<file path="src/rtl/ppc_pkg.sv">
`default_nettype none

package ppc_pkg;

    // configuration register indexes
    localparam int CFG_IDX_W = 3;

    typedef enum logic [CFG_IDX_W-1:0] {
        CFG_MAX_LENGTH  = 3'd0,
        CFG_MIN_LENGTH  = 3'd1,
        CFG_MIN_UPPER   = 3'd2,
        CFG_MIN_SPECIAL = 3'd3,
        CFG_MIN_DIGITS  = 3'd4,
        CFG_MAX_RUN     = 3'd5
    } t_cfg_idx;

    // verdict codes
    localparam int VERDICT_W = 4;

    typedef enum logic [VERDICT_W-1:0] {
        VERDICT_PASS        = 4'd0,
        VERDICT_BAD_CHAR    = 4'd1,
        VERDICT_SHORT       = 4'd2,
        VERDICT_LONG        = 4'd3,
        VERDICT_FEW_UPPER   = 4'd4,
        VERDICT_FEW_DIGITS  = 4'd5,
        VERDICT_RUN         = 4'd6,
        VERDICT_FEW_SPECIAL = 4'd7,
        VERDICT_BAD_POLICY  = 4'd8
    } t_verdict;

    localparam int CHAR_W = 8;
    localparam int REG_W  = 8;
    localparam int RUN_W  = 8;

    localparam int LENGTH_LIMIT_DEFAULT = 255;

    // register reset values
    localparam logic [REG_W-1:0] RST_MAX_LENGTH  = 8'd64;
    localparam logic [REG_W-1:0] RST_MIN_LENGTH  = 8'd8;
    localparam logic [REG_W-1:0] RST_MIN_UPPER   = 8'd0;
    localparam logic [REG_W-1:0] RST_MIN_SPECIAL = 8'd0;
    localparam logic [REG_W-1:0] RST_MIN_DIGITS  = 8'd0;
    localparam logic [REG_W-1:0] RST_MAX_RUN     = 8'd0;

    // character class bounds
    localparam logic [CHAR_W-1:0] CH_SPACE = 8'h20;
    localparam logic [CHAR_W-1:0] CH_TILDE = 8'h7E;
    localparam logic [CHAR_W-1:0] CH_UP_A  = 8'h41;
    localparam logic [CHAR_W-1:0] CH_UP_Z  = 8'h5A;
    localparam logic [CHAR_W-1:0] CH_DIG_0 = 8'h30;
    localparam logic [CHAR_W-1:0] CH_DIG_9 = 8'h39;
    localparam logic [CHAR_W-1:0] CH_LO_A  = 8'h61;
    localparam logic [CHAR_W-1:0] CH_LO_Z  = 8'h7A;

    localparam logic [RUN_W-1:0] RUN_MAX = 8'd255;

endpackage

`default_nettype wire

</file>
<file path="src/rtl/password_policy_checker_top.sv">
`default_nettype none

// Password policy checker. A password is streamed in one transaction per
// character (i_has_char = 1) and closed by a transaction with i_last = 1, which
// may itself carry a character or be an empty end marker. On every closing
// transaction the block delivers exactly one verdict (0 pass, 1 bad char,
// 2 short, 3 long, 4 few upper, 5 few digits, 6 run, 7 few special, 8 bad
// policy, checked in the order 8,1,2,3,4,5,6,7) and then starts the next
// password from a clean state; other transactions produce no output. A new
// transaction is taken every clock cycle while the input side is not stalled.
// A closing transaction passes through the input register, then through the
// counter update and checks into the result register. The input side stalls
// only while a closing transaction waits behind a stalled, still full result
// register. Policy registers are written through the cfg port (always ready)
// and should only change while no password is in flight. Length and class
// counters saturate at LENGTH_LIMIT; a character beyond that makes the
// password too long.
module password_policy_checker_top #(
    parameter int LENGTH_LIMIT = ppc_pkg::LENGTH_LIMIT_DEFAULT
) (
    input  wire logic                          i_clk,
    input  wire logic                          i_rst_n,
    // character input channel
    input  wire logic                          i_in_valid,
    output logic                               o_in_stall,
    input  wire logic [ppc_pkg::CHAR_W-1:0]    i_char_code,
    input  wire logic                          i_has_char,
    input  wire logic                          i_last,
    // verdict output channel
    output logic                               o_out_valid,
    input  wire logic                          i_out_stall,
    output logic [ppc_pkg::VERDICT_W-1:0]      o_verdict,
    // configuration write channel
    input  wire logic                          i_cfg_valid,
    output logic                               o_cfg_ready,
    input  wire logic [ppc_pkg::CFG_IDX_W-1:0] i_cfg_index,
    input  wire logic [ppc_pkg::REG_W-1:0]     i_cfg_data
);
    import ppc_pkg::*;

    // counter width follows the saturation limit
    localparam int CNT_W = $clog2(LENGTH_LIMIT + 1);
    // compare width covers both the counters and the 8-bit registers
    localparam int CMP_W = (CNT_W > REG_W) ? CNT_W : REG_W;
    localparam int SUM_W = CNT_W + 2;
    localparam logic [CNT_W-1:0] CNT_LIMIT = CNT_W'(LENGTH_LIMIT);

    // policy registers
    logic [REG_W-1:0] r_max_length, r_min_length, r_min_upper;
    logic [REG_W-1:0] r_min_special, r_min_digits, r_max_run;

    // input register
    logic              r_s1_valid;
    logic [CHAR_W-1:0] r_s1_char;
    logic              r_s1_has_char;
    logic              r_s1_last;

    // per-password state
    logic [CNT_W-1:0]  r_length_count, n_length_count;
    logic [CNT_W-1:0]  r_upper_count, n_upper_count;
    logic [CNT_W-1:0]  r_digit_count, n_digit_count;
    logic [CNT_W-1:0]  r_lower_count, n_lower_count;
    logic [RUN_W-1:0]  r_run_count, n_run_count;
    logic [CHAR_W-1:0] r_previous_char, n_previous_char;
    logic              r_bad_char_seen, n_bad_char_seen;
    logic              r_run_exceeded, n_run_exceeded;
    logic              r_length_over, n_length_over;

    // result register
    logic                 r_out_valid;
    logic [VERDICT_W-1:0] r_verdict;
    t_verdict             n_verdict;

    logic out_free;
    logic s1_go;
    logic s1_take;

    logic is_bad, is_upper, is_digit, is_lower, is_repeat;
    logic [SUM_W-1:0] classed;
    logic [SUM_W-1:0] len_ext;
    logic [CNT_W-1:0] special;

    // the result slot frees up when empty or being drained this cycle
    assign out_free = !r_out_valid || !i_out_stall;
    // only a closing transaction needs the result slot
    assign s1_go    = r_s1_valid && (!r_s1_last || out_free);
    assign s1_take  = s1_go && r_s1_has_char;

    assign o_in_stall  = r_s1_valid && !s1_go;
    assign o_out_valid = r_out_valid;
    assign o_verdict   = r_verdict;
    assign o_cfg_ready = 1'b1;

    // policy register writes
    always_ff @(posedge i_clk) begin
        if (!i_rst_n) begin
            r_max_length  <= RST_MAX_LENGTH;
            r_min_length  <= RST_MIN_LENGTH;
            r_min_upper   <= RST_MIN_UPPER;
            r_min_special <= RST_MIN_SPECIAL;
            r_min_digits  <= RST_MIN_DIGITS;
            r_max_run     <= RST_MAX_RUN;
        end else if (i_cfg_valid) begin
            unique case (i_cfg_index)
                CFG_MAX_LENGTH:  r_max_length  <= i_cfg_data;
                CFG_MIN_LENGTH:  r_min_length  <= i_cfg_data;
                CFG_MIN_UPPER:   r_min_upper   <= i_cfg_data;
                CFG_MIN_SPECIAL: r_min_special <= i_cfg_data;
                CFG_MIN_DIGITS:  r_min_digits  <= i_cfg_data;
                CFG_MAX_RUN:     r_max_run     <= i_cfg_data;
                default: ;  // unmapped index, write dropped
            endcase
        end
    end

    // input register: loads whenever it is empty or moving on
    always_ff @(posedge i_clk) begin
        if (!i_rst_n) begin
            r_s1_valid <= 1'b0;
        end else if (!o_in_stall) begin
            r_s1_valid <= i_in_valid;
        end
    end

    always_ff @(posedge i_clk) begin
        if (!o_in_stall) begin
            r_s1_char     <= i_char_code;
            r_s1_has_char <= i_has_char;
            r_s1_last     <= i_last;
        end
    end

    // character classes
    assign is_bad    = (r_s1_char < CH_SPACE) || (r_s1_char > CH_TILDE);
    assign is_upper  = (r_s1_char >= CH_UP_A)  && (r_s1_char <= CH_UP_Z);
    assign is_digit  = (r_s1_char >= CH_DIG_0) && (r_s1_char <= CH_DIG_9);
    assign is_lower  = (r_s1_char >= CH_LO_A)  && (r_s1_char <= CH_LO_Z);
    assign is_repeat = (r_s1_char == r_previous_char);

    // state update for one character
    always_comb begin
        n_length_count  = r_length_count;
        n_upper_count   = r_upper_count;
        n_digit_count   = r_digit_count;
        n_lower_count   = r_lower_count;
        n_run_count     = r_run_count;
        n_previous_char = r_previous_char;
        n_bad_char_seen = r_bad_char_seen;
        n_run_exceeded  = r_run_exceeded;
        n_length_over   = r_length_over;
        if (r_s1_has_char) begin
            if (r_length_count >= CNT_LIMIT) begin
                n_length_over = 1'b1;
            end else begin
                n_length_count = r_length_count + 1'b1;
            end
            if (is_bad) begin
                n_bad_char_seen = 1'b1;
            end
            if (is_upper && (r_upper_count < CNT_LIMIT)) begin
                n_upper_count = r_upper_count + 1'b1;
            end
            if (is_digit && (r_digit_count < CNT_LIMIT)) begin
                n_digit_count = r_digit_count + 1'b1;
            end
            if (is_lower && (r_lower_count < CNT_LIMIT)) begin
                n_lower_count = r_lower_count + 1'b1;
            end
            if (is_repeat) begin
                if (r_run_count < RUN_MAX) begin
                    n_run_count = r_run_count + 1'b1;
                end
                if ((n_run_count == r_max_run) || (r_max_run <= RUN_W'(1))) begin
                    n_run_exceeded = 1'b1;
                end
            end else begin
                n_run_count = RUN_W'(1);
            end
            n_previous_char = r_s1_char;
        end
    end

    // special count, clamped at zero
    assign classed = SUM_W'(n_upper_count) + SUM_W'(n_digit_count) + SUM_W'(n_lower_count);
    assign len_ext = SUM_W'(n_length_count);
    assign special = (len_ext > classed) ? CNT_W'(len_ext - classed) : '0;

    // verdict in priority order
    always_comb begin
        if (r_max_length == '0) begin
            n_verdict = VERDICT_BAD_POLICY;
        end else if (n_bad_char_seen) begin
            n_verdict = VERDICT_BAD_CHAR;
        end else if (CMP_W'(n_length_count) < CMP_W'(r_min_length)) begin
            n_verdict = VERDICT_SHORT;
        end else if (n_length_over || (CMP_W'(n_length_count) > CMP_W'(r_max_length))) begin
            n_verdict = VERDICT_LONG;
        end else if (CMP_W'(n_upper_count) < CMP_W'(r_min_upper)) begin
            n_verdict = VERDICT_FEW_UPPER;
        end else if (CMP_W'(n_digit_count) < CMP_W'(r_min_digits)) begin
            n_verdict = VERDICT_FEW_DIGITS;
        end else if (n_run_exceeded) begin
            n_verdict = VERDICT_RUN;
        end else if (CMP_W'(special) < CMP_W'(r_min_special)) begin
            n_verdict = VERDICT_FEW_SPECIAL;
        end else begin
            n_verdict = VERDICT_PASS;
        end
    end

    // per-password state: updated on a character, cleared on close
    always_ff @(posedge i_clk) begin
        if (!i_rst_n || (s1_go && r_s1_last)) begin
            r_length_count  <= '0;
            r_upper_count   <= '0;
            r_digit_count   <= '0;
            r_lower_count   <= '0;
            r_run_count     <= RUN_W'(1);
            r_previous_char <= '0;
            r_bad_char_seen <= 1'b0;
            r_run_exceeded  <= 1'b0;
            r_length_over   <= 1'b0;
        end else if (s1_take) begin
            r_length_count  <= n_length_count;
            r_upper_count   <= n_upper_count;
            r_digit_count   <= n_digit_count;
            r_lower_count   <= n_lower_count;
            r_run_count     <= n_run_count;
            r_previous_char <= n_previous_char;
            r_bad_char_seen <= n_bad_char_seen;
            r_run_exceeded  <= n_run_exceeded;
            r_length_over   <= n_length_over;
        end
    end

    // result register
    always_ff @(posedge i_clk) begin
        if (!i_rst_n) begin
            r_out_valid <= 1'b0;
        end else if (out_free) begin
            r_out_valid <= s1_go && r_s1_last;
        end
    end

    always_ff @(posedge i_clk) begin
        if (s1_go && r_s1_last) begin
            r_verdict <= n_verdict;
        end
    end

endmodule

`default_nettype wire

</file>
<file path="config.mk">
export PLATFORM = sky130hd
export DESIGN_NAME = password_policy_checker_top
export DESIGN_NICKNAME = d
export VERILOG_FILES = /design/src/rtl/ppc_pkg.sv /design/src/rtl/password_policy_checker_top.sv
export SDC_FILE = /design/constraint.sdc
export NUM_CORES = 1
export LEC_CHECK = 0
export ABC_CLOCK_PERIOD_IN_PS = 11800
export BUFFER_PORTS_ARGS = -buffer_cell sky130_fd_sc_hd__buf_2
export CORE_MARGIN = 4
export CORE_UTILIZATION = 65
export DETAILED_ROUTE_END_ITERATION = 8
export PLACE_DENSITY = 0.84
export SLEW_MARGIN = 20
export SYNTH_ARGS = -nofsm -noshare
export SYNTH_HDL_FRONTEND = slang
export SYNTH_SLANG_ARGS = --single-unit
</file>
<file path="constraint.sdc">
create_clock -name i_clk -period 11.8 [get_ports i_clk]
set_input_delay 0.59 -clock i_clk [delete_from_list [all_inputs] [get_ports i_clk]]
set_output_delay 0.59 -clock i_clk [all_outputs]
set_load 0.1 [all_outputs]
</file>
### Yosys cells after proc, flatten, opt, wreduce, memory -nomap -nowiden

Index checks and enable logic that the tools add are counted.

| word-level totals | value |
|---|---|
| register bits after elaboration | 115 |
| input bits | 26 |
| output and inout bits | 7 |

| cells by class | value |
|---|---|
| add/subtract/negate cells | 8 |
| $lt $le $gt $ge | 20 |
| eq/ne operators | 7 |
| muxes and demuxes | 27 |
| reduce and logical (&&, ||, !) cells | 32 |

Operator list:

| cell | count |
|---|---|
| $mux W8 | 13 |
| $add A8 B1 Y8 const B | 5 |
| $lt A8 B8 Y1 | 4 |
| $lt A8 B8 Y1 const B | 4 |
| $eq A8 B8 Y1 | 2 |
| $ge A8 B7 Y1 const B | 2 |
| $le A8 B7 Y1 const B | 2 |
| $reduce_and A2 Y1 | 7 |
| $mux W3 | 4 |
| $add A9 B8 Y10 | 1 |
| $gt A8 B10 Y1 | 1 |
| $logic_and A1 B1 Y1 | 10 |
| $add A8 B8 Y9 | 1 |
| $ge A8 B6 Y1 const B | 1 |
| $ge A8 B8 Y1 const B | 1 |
| $gt A8 B7 Y1 const B | 1 |
| $gt A8 B8 Y1 | 1 |
| $le A8 B1 Y1 const B | 1 |
| $le A8 B6 Y1 const B | 1 |
| $logic_not A8 Y1 | 1 |
| $lt A8 B6 Y1 const B | 1 |
| $mux W1 | 8 |
| $sub A8 B8 Y8 | 1 |
| $eq A3 B2 Y1 const B | 2 |
| 8 further kinds | 19 |

### Logic depth before layout (Yosys ltp)

Gate-level depths: netlist of the first run.

| depth | value |
|---|---|
| depth in word-level cells | 17 |
| gate-level depth with buffers | 32 |

### Worst setup path after synthesis of the first run

OpenSTA, ideal clock, no wires.

| timing | value |
|---|---|
| kind | reg-to-reg |
| from | register r_s1_char[7] |
| to | register r_verdict[0], in the netlist o_verdict[0], data pin |
| arrival | 5.842 ns |
| path slack | 5.806 ns |
| stages on the path, launching flop included | 32 |
| path buffers | 1 |
| clock period less this slack | 5.994 ns |
| cell sequence | edfxtp_1 > buf_6 > and4bb_2 > o31ai_4 > nor3_2 > nand4_1 > xor2_1 > xor2_1 > ha_1 > ha_1 > nor2b_1 > o21a_1 > o21ai_0 > nand2b_1 > a21oi_1 > xor2_1 > ha_1 > nand4_1 > or2_2 > o211ai_1 > nor2b_1 > inv_1 > nor3_1 > ha_1 > a21o_1 > a21o_1 > a21oi_1 > o21ai_0 > a21oi_1 > a31oi_1 > or3_1 > o21ai_0 |

| on the way | value |
|---|---|
| word-level cells in the longest chain between the ends | 17 |
| elaborated cells on any way between the ends | 41 |
| those cells by class | add/sub: 3; order compare: 12; eq/ne: 1; mux: 18; reduce/logical: 7 |

RTL lines:

| element | line | text |
|---|---|---|
| start: declaration | password_policy_checker_top.sv:54 | `logic [CHAR_W-1:0] r_s1_char;` |
| start signal: assignment | password_policy_checker_top.sv:127 | `r_s1_char <= i_char_code;` |
| $ge A8 B7 Y1, or another cell as far along | password_policy_checker_top.sv:135 | `assign is_upper = (r_s1_char >= CH_UP_A) && (r_s1_char <= CH_UP_Z);` |
| $logic_and A1 B1 Y1 (on tied branches) | password_policy_checker_top.sv:135, password_policy_checker_top.sv:136 |  |
| $logic_and A1 B1 Y1 (on tied branches) | password_policy_checker_top.sv:160, password_policy_checker_top.sv:163 |  |
| $mux W8 (on tied branches) | password_policy_checker_top.sv:160, password_policy_checker_top.sv:163 |  |
| $mux W8 | password_policy_checker_top.sv:151 | `if (r_s1_has_char) begin` |
| $add A8 B8 Y9 | password_policy_checker_top.sv:184 | `assign classed = SUM_W'(n_upper_count) + SUM_W'(n_digit_count) + SUM_W'(n_lower_count);` |
| $add A9 B8 Y10 | password_policy_checker_top.sv:184 |  |
| $sub A8 B8 Y8 or $gt A8 B10 Y1 (tied branches) | password_policy_checker_top.sv:186 | `assign special = (len_ext > classed) ? CNT_W'(len_ext - classed) : '0;` |
| $mux W8 | password_policy_checker_top.sv:186 |  |
| $lt A8 B8 Y1 | password_policy_checker_top.sv:204 | `end else if (CMP_W'(special) < CMP_W'(r_min_special)) begin` |
| $mux W3 | password_policy_checker_top.sv:204 |  |
| $mux W3 | password_policy_checker_top.sv:202 | `end else if (n_run_exceeded) begin` |
| $mux W3 | password_policy_checker_top.sv:200 | `end else if (CMP_W'(n_digit_count) < CMP_W'(r_min_digits)) begin` |
| $mux W3 | password_policy_checker_top.sv:198 | `end else if (CMP_W'(n_upper_count) < CMP_W'(r_min_upper)) begin` |
| $mux W2 | password_policy_checker_top.sv:196 | `end else if (n_length_over \|\| (CMP_W'(n_length_count) > CMP_W'(r_max_length))) begin` |
| $mux W2 | password_policy_checker_top.sv:194 | `end else if (CMP_W'(n_length_count) < CMP_W'(r_min_length)) begin` |
| $mux W1 * | password_policy_checker_top.sv:192 | `end else if (n_bad_char_seen) begin` |
| end signal: assignment | password_policy_checker_top.sv:247 | `r_verdict <= n_verdict;` |
| end: declaration | password_policy_checker_top.sv:71 | `logic [VERDICT_W-1:0] r_verdict;` |

Mark *: on every way between the ends. The rest lies on a longest branch, timed or not.
A chain may end at the register's enable or synchronous reset.

### Final worst setup path of the first run

| timing | value |
|---|---|
| from | register r_s1_has_char |
| to | register r_verdict[0], in the netlist o_verdict[0], data pin |

| on the way | value |
|---|---|
| word-level cells in the longest chain between the ends | 13 |
| elaborated cells on any way between the ends | 25 |
| those cells by class | add/sub: 3; order compare: 6; mux: 15; reduce/logical: 1 |

RTL lines:

| element | line | text |
|---|---|---|
| start: declaration | password_policy_checker_top.sv:55 | `logic r_s1_has_char;` |
| start signal: assignment | password_policy_checker_top.sv:128 | `r_s1_has_char <= i_has_char;` |
| $mux W8 | password_policy_checker_top.sv:151 |  |
| $add A8 B8 Y9 | password_policy_checker_top.sv:184 |  |
| $add A9 B8 Y10 | password_policy_checker_top.sv:184 |  |
| $sub A8 B8 Y8 or $gt A8 B10 Y1 (tied branches) | password_policy_checker_top.sv:186 |  |
| $mux W8 | password_policy_checker_top.sv:186 |  |
| $lt A8 B8 Y1 | password_policy_checker_top.sv:204 |  |
| $mux W3 | password_policy_checker_top.sv:204 |  |
| $mux W3 | password_policy_checker_top.sv:202 |  |
| $mux W3 | password_policy_checker_top.sv:200 |  |
| $mux W3 | password_policy_checker_top.sv:198 |  |
| $mux W2 | password_policy_checker_top.sv:196 |  |
| $mux W2 | password_policy_checker_top.sv:194 |  |
| $mux W1 * | password_policy_checker_top.sv:192 |  |

Marks and branches as above.

==> flow_summary.toml, run 1 <==
[timing]
hold_viol = 0
slew_violations = 0
post-route-period-util = 0.586
layout_min_cycle_time_ns = 6.92
setup_ws_ns = 4.88
fmax_ghz = 0.145
slew-limit-headroom = 0.488
rsz0062_at_grt = "false"
skew_ns = 0.00654
finalSetupTns_ns = 0
worstMarginPinSlew_ns = 0.768
setup_viol = 0

[logic_synthesis]
seq_area_frac_synth = 0.327
syn_nets = 1009
syn_inst = 918
synth_ff_type = "dfxtp_1"
ys_ff_latch = 115
yosysUniqueCellTypes = 70
async_reset_ff_frac = 0
synth_edf_count = 14
yosysWarningCount = 0
syn-mean-instance-area_um2 = 8.13
syn-cell-area_mm2 = 0.00746

[layout]
layout.nets = 1026
final_cells = 1088
layout_common_cells = "nand2_1, dfxtp_1, nor2_1, inv_1, ha_1"
final_util = 0.748
syn2layout_area_growth_pct = 10.7
layout_commonest_cell = "nand2_1"
drive_gt1_frac = 0.0928
insertedDiodeCount = 0

[detailed_routing]
wl_per_cell_um = 16.4
wl_um = 17800
drt-vias-per-instance = 5.87
drcViolationCount = 0
ant_nets = 0
drt_iter0_markers = 445
drtPass1Iterations = 6
via_count = 6385

[clock_tree]
cts.repair.resized = 0
clockBufferDepth = 2
cts_root_buf = "clkbuf_16"
tritoncts = "yes"
cts_hold_buf = 0
clock_latency_ns = 0.41
cts_max_level = 4
cts_made_buffers = 17
post-cts-setup-buffers = 0
cts.sinks = 115
clk_pin_slew_ns = 0.06

[pwr]
p_per_area_mw_per_mm2 = 125
p_leak_nw = 3.31
peakVddDrop_v = 0.000121
total_power_w = 0.00103

[critical_path]
r2r_start = "r_s1_has_char"
criticalPathCategory = "reg2reg"
setup.worst_path.end_class = "flop"
max_stage_delay_ns = 0.57
cp.required_ns = 12.05
slowest_stage = "edfxtp_1"
r2r_end = "o_verdict[0]"
r2r_cells = 30
reg2reg_slack_ns = 4.88
cp_max_fo = 12
crit_path_start_kind = "flop"
critPathArrivalTime_ns = 7.17

[flow_run]
cap_viol_max_count = 0

[floorplanning]
start_util = 0.676
die_height_um = 115
core-area_mm2 = 0.0110
die_x_um = 115
die-area_mm2 = 0.0133
rows = 38
io_pins = 33

[worst_hold_path]
min_path_type = "in2reg"
holdCritStartpoint = "i_char_code[3]"
hold_end = "r_s1_char[3]"
hold_path_depth = 1

[placement]
dp_hpwl_um = 12800
io_buffers = 31
dp_slack_ns = 5.01
dp_cells = 1056
gp_congestion = 0.925

[global_routing]
antenna_found_initial = 0
grt_max_degree = 52
gr-total-overflow = 0
grt_pass1_wl_um = 29600
grt_pass1_vias = 6138
grt_usage = 0.283

[outcome]
status = "complete, no violations"
[metal layers]
| metal | share of wire | global-route usage |
|---|---|---|
| met1 | 0.45 | 0.365 |
| met2 | 0.48 | 0.461 |
| met3 | 0.048 | 0.0605 |
| met4 | 0.026 | 0.115 |
| met5 | 0 | 0 |
[worst max-delay path by stage]
stage / start / endpoint / slack, ns / depth (start not counted)
final: r_s1_has_char / o_verdict[0] / 4.88 / 30
after global routing: r_s1_has_char / o_verdict[0] / 4.28 / 30
after CTS: r_s1_has_char / o_verdict[0] / 4.97 / 30
after detailed placement: r_s1_has_char / o_verdict[0] / 5.01 / 30
after global placement: r_s1_has_char / o_verdict[0] / 5.30 / 30
after floorplan: r_s1_char[7] / o_verdict[0] / 5.81 / 31
[logic make-up after synthesis]
logic type,Yosys count,synth area share
AO/OA/AOI/OAI,192,0.176
multiplexers,7,0.00990
adder cells (fa/ha/maj),66,0.118
other,1,0.000503
XOR/XNOR,68,0.0817
AND/OR/NAND/NOR,366,0.232
flip-flops,115,0.327
buffers and inverters,103,0.0550
[where the power goes]
part | internal [W] | total [W] | leakage [nW] | switching [W]
Clock | 0.000329 | 0.000515 | 0.285 | 0.000186
Combinational | 0.0000408 | 0.000107 | 2.07 | 0.0000660
Sequential | 0.000405 | 0.000413 | 0.961 | 0.00000824
[synth_stat cells (5+ instances only)]
| cell | number | area, um^2 |
|---|---|---|
| dfxtp_1 | 101 | 2020 |
| a211oi_1 | 12 | 90.1 |
| and2_1 | 6 | 37.5 |
| o21ai_0 | 25 | 125 |
| nand2b_1 | 5 | 31.3 |
| and3_1 | 16 | 100 |
| xnor2_1 | 30 | 263 |
| inv_1 | 67 | 251 |
| a21oi_1 | 45 | 225 |
| ha_1 | 58 | 726 |
| a21o_1 | 12 | 90.1 |
| clkbuf_1 | 27 | 101 |
| edfxtp_1 | 14 | 420 |
| nor2_1 | 67 | 251 |
| or2_2 | 8 | 50.1 |
| or3_1 | 11 | 68.8 |
| nand2_1 | 159 | 597 |
| xor2_1 | 37 | 324 |
| nand4_1 | 19 | 119 |
| a21boi_0 | 49 | 368 |
| nor2b_1 | 9 | 56.3 |
| a31oi_1 | 5 | 31.3 |
| nand3_1 | 23 | 115 |
| o21a_1 | 7 | 52.6 |
| nor3_1 | 19 | 95.1 |
| fa_1 | 7 | 140 |
| o21bai_1 | 6 | 45.0 |
| nor4_1 | 6 | 37.5 |
[cell type report]
type / instances / area, um^2
Multi-Input combinational cell: 700 / 4610
Clock inverter: 11 / 128
Inverter: 67 / 251
Clock buffer: 21 / 472
Timing Repair Buffer: 34 / 178
Sequential cell: 115 / 2440
Tap cell: 140 / 175
Fill cell: 821 / 2780
[critical path, delay by kind of cell (launching register included)]
family          cells  cell delay [ns]
compound gates     13             2.20
simple gates        9             2.02
fa+ha+maj           4             1.21
xor+xnor            3             0.63
flops               1             0.57
buf+inv             1             0.11
[through the flow]
step	hold slack, ns	cell area [um^2]
2_1_floorplan	0.438	7460
3_3_place_gp	0.447	7660
3_5_place_dp	0.457	7660
4_1_cts	0.337	8260
5_1_grt	0.334	8260
6_report	0.345	8260
Power figures use the tool's default switching activity.
==> run 2: changes to the inputs <==
--- a/config.mk
+++ b/config.mk
@@ -5,12 +5,12 @@
 export SDC_FILE = /design/constraint.sdc
 export NUM_CORES = 1
 export LEC_CHECK = 0
-export ABC_CLOCK_PERIOD_IN_PS = 11800
+export ABC_CLOCK_PERIOD_IN_PS = 6100
 export BUFFER_PORTS_ARGS = -buffer_cell sky130_fd_sc_hd__buf_2
 export CORE_MARGIN = 4
-export CORE_UTILIZATION = 65
+export CORE_UTILIZATION = 57
 export DETAILED_ROUTE_END_ITERATION = 8
-export PLACE_DENSITY = 0.84
+export PLACE_DENSITY = 0.78
 export SLEW_MARGIN = 20
 export SYNTH_ARGS = -nofsm -noshare
 export SYNTH_HDL_FRONTEND = slang
==> constraint.sdc (replaced) <==
create_clock -name i_clk -period 6.1 [get_ports i_clk]
set_input_delay 0.305 -clock i_clk [delete_from_list [all_inputs] [get_ports i_clk]]
set_output_delay 0.305 -clock i_clk [all_outputs]
set_load 0.1 [all_outputs]
==> run 2 against run 1 <==
The flow now finishes with violations (setup timing). Register-to-register slack worse by 4.9 ns. Count of clock-buffer cells in the layout unchanged. First-iteration DRC count up 20%. Clock skew about the same. Total power up 100%. Worst setup slack worse by 4.9 ns.
==> flow_summary.toml, run 2 (synthesis gave the netlist of run 1 again) <==
[detailed_routing]
drtPass1Iterations = 5
drt-vias-per-instance = 5.77
via_count = 6772
ant_nets = 0
wl_um = 19400
drcViolationCount = 0
drt_iter0_markers = 533
wl_per_cell_um = 16.6

[timing]
setup_ws_ns = -0.0611
worstMarginPinSlew_ns = 0.851
setup_viol = 1
layout_min_cycle_time_ns = 6.16
slew-limit-headroom = 0.432
slew_violations = 0
fmax_ghz = 0.162
whs_ns = 0.0680
rsz0062_at_grt = "true"
finalSetupTns_ns = -0.0611
skew_ns = 0.00615
post-route-period-util = 1.01
hold_viol = 0

[critical_path]
max_stage_delay_ns = 0.43
slowest_stage = "fa_1"
cp.required_ns = 6.37
setup.worst_path.end_class = "flop"
critPathArrivalTime_ns = 6.43
cp_max_fo = 4
criticalPathCategory = "reg2reg"
crit_path_start_kind = "flop"

[global_routing]
grt_usage = 0.266
gr-total-overflow = 0
grt_max_degree = 52
grt_pass1_wl_um = 31400
antenna_found_initial = 0
grt_pass1_vias = 6581

[clock_tree]
cts_hold_buf = 0
cts_max_level = 4
clockBufferDepth = 2
clock_latency_ns = 0.41
cts.sinks = 115
cts_root_buf = "clkbuf_16"
cts_made_buffers = 17
tritoncts = "yes"
clk_pin_slew_ns = 0.05

[pwr]
p_per_area_mw_per_mm2 = 232
total_power_w = 0.00207
p_leak_nw = 3.59
peakVddDrop_v = 0.000267

[placement]
dp_hpwl_um = 13600
io_buffers = 31
dp_slack_ns = -0.132
gp_congestion = 0.933

[floorplanning]
core-area_mm2 = 0.0127
start_util = 0.586
rows = 41
die-area_mm2 = 0.0150
io_pins = 33
die_x_um = 122
die_height_um = 122

[layout]
drive_gt1_frac = 0.173
layout_commonest_cell = "nand2_1"
syn2layout_area_growth_pct = 19.5
insertedDiodeCount = 0
layout.nets = 1080
final_util = 0.700
layout_common_cells = "nand2_1, dfxtp_1, nor2_1, inv_1, ha_1"
num-fill-cells = 1035

[flow_run]
cap_viol_max_count = 0

[outcome]
status = "finished, violations left"
violations = "setup timing"

[worst_hold_path]
min_path_type = "in2reg"
-- run 2: layer usage --
| layer | share of wire | wire length (um) | track usage | vias to the layer above |
|---|---|---|---|---|
| met5 | 0 | 0 | 0 | - |
| met1 | 0.42 | 8070 | 0.347 | 3167 |
| met2 | 0.47 | 9200 | 0.427 | 245 |
| met3 | 0.073 | 1420 | 0.0498 | 56 |
| li1 | - | - | - | 3304 |
| met4 | 0.039 | 749 | 0.128 | 0 |
-- run 2: what timing repair did --
item,4_1_cts,5_1_grt
resized for setup,8,41
setup buffers,3,6
cloned,0,0
pin swaps,2,32
setup endpoints to repair,3,3
-- run 2: final cells by class --
class / count / area [um^2] / area share
clock inverter: 10 / 134 / 0.0150
timing repair buffer: 88 / 611 / 0.0685
inverter: 67 / 251 / 0.0282
sequential: 115 / 2440 / 0.274
tap: 172 / 215 / 0.0242
multi-input combinational: 700 / 4800 / 0.538
clock buffer: 21 / 460 / 0.0517
-- run 2: path summary, 6_finish.rpt --
kind                                   endpoint             start  depth (start not counted)  slack [ns]
worst max-delay path               o_verdict[0]  r_upper_count[1]                         35       -0.06
worst min-delay path               r_s1_char[4]    i_char_code[4]                          1        0.07
worst max register to register     o_verdict[0]  r_upper_count[1]                         35       -0.06
worst min register to register  r_max_length[4]   r_max_length[4]                          2        0.47
-- run 2: where the power goes --
part / switching (W) / leakage [nW] / internal (W)
combinational: 0.000161 / 2.34 / 0.000114
clock: 0.000343 / 0.289 / 0.000658
sequential: 0.0000122 / 0.962 / 0.000783
total: 0.000516 / 3.59 / 0.00155
-- run 2: worst max-delay path: cells and delay by family, from the launching register on --
kind / cells / cell delay (ns)
adders and majority gates: 6 / 1.85
and+or+nand+nor: 10 / 1.47
AOI/OAI and AO/OA: 11 / 1.46
buffers and inverters: 6 / 0.57
DFF: 1 / 0.36
xor gates and xnor gates: 2 / 0.29
-- run 2: metrics by stage --
stage	area, um^2	instances
after floorplan	7460	918
after detailed placement	8030	1133
after global placement	8030	1133
final	8910	1173
after CTS	8690	1167
after global routing	8910	1173
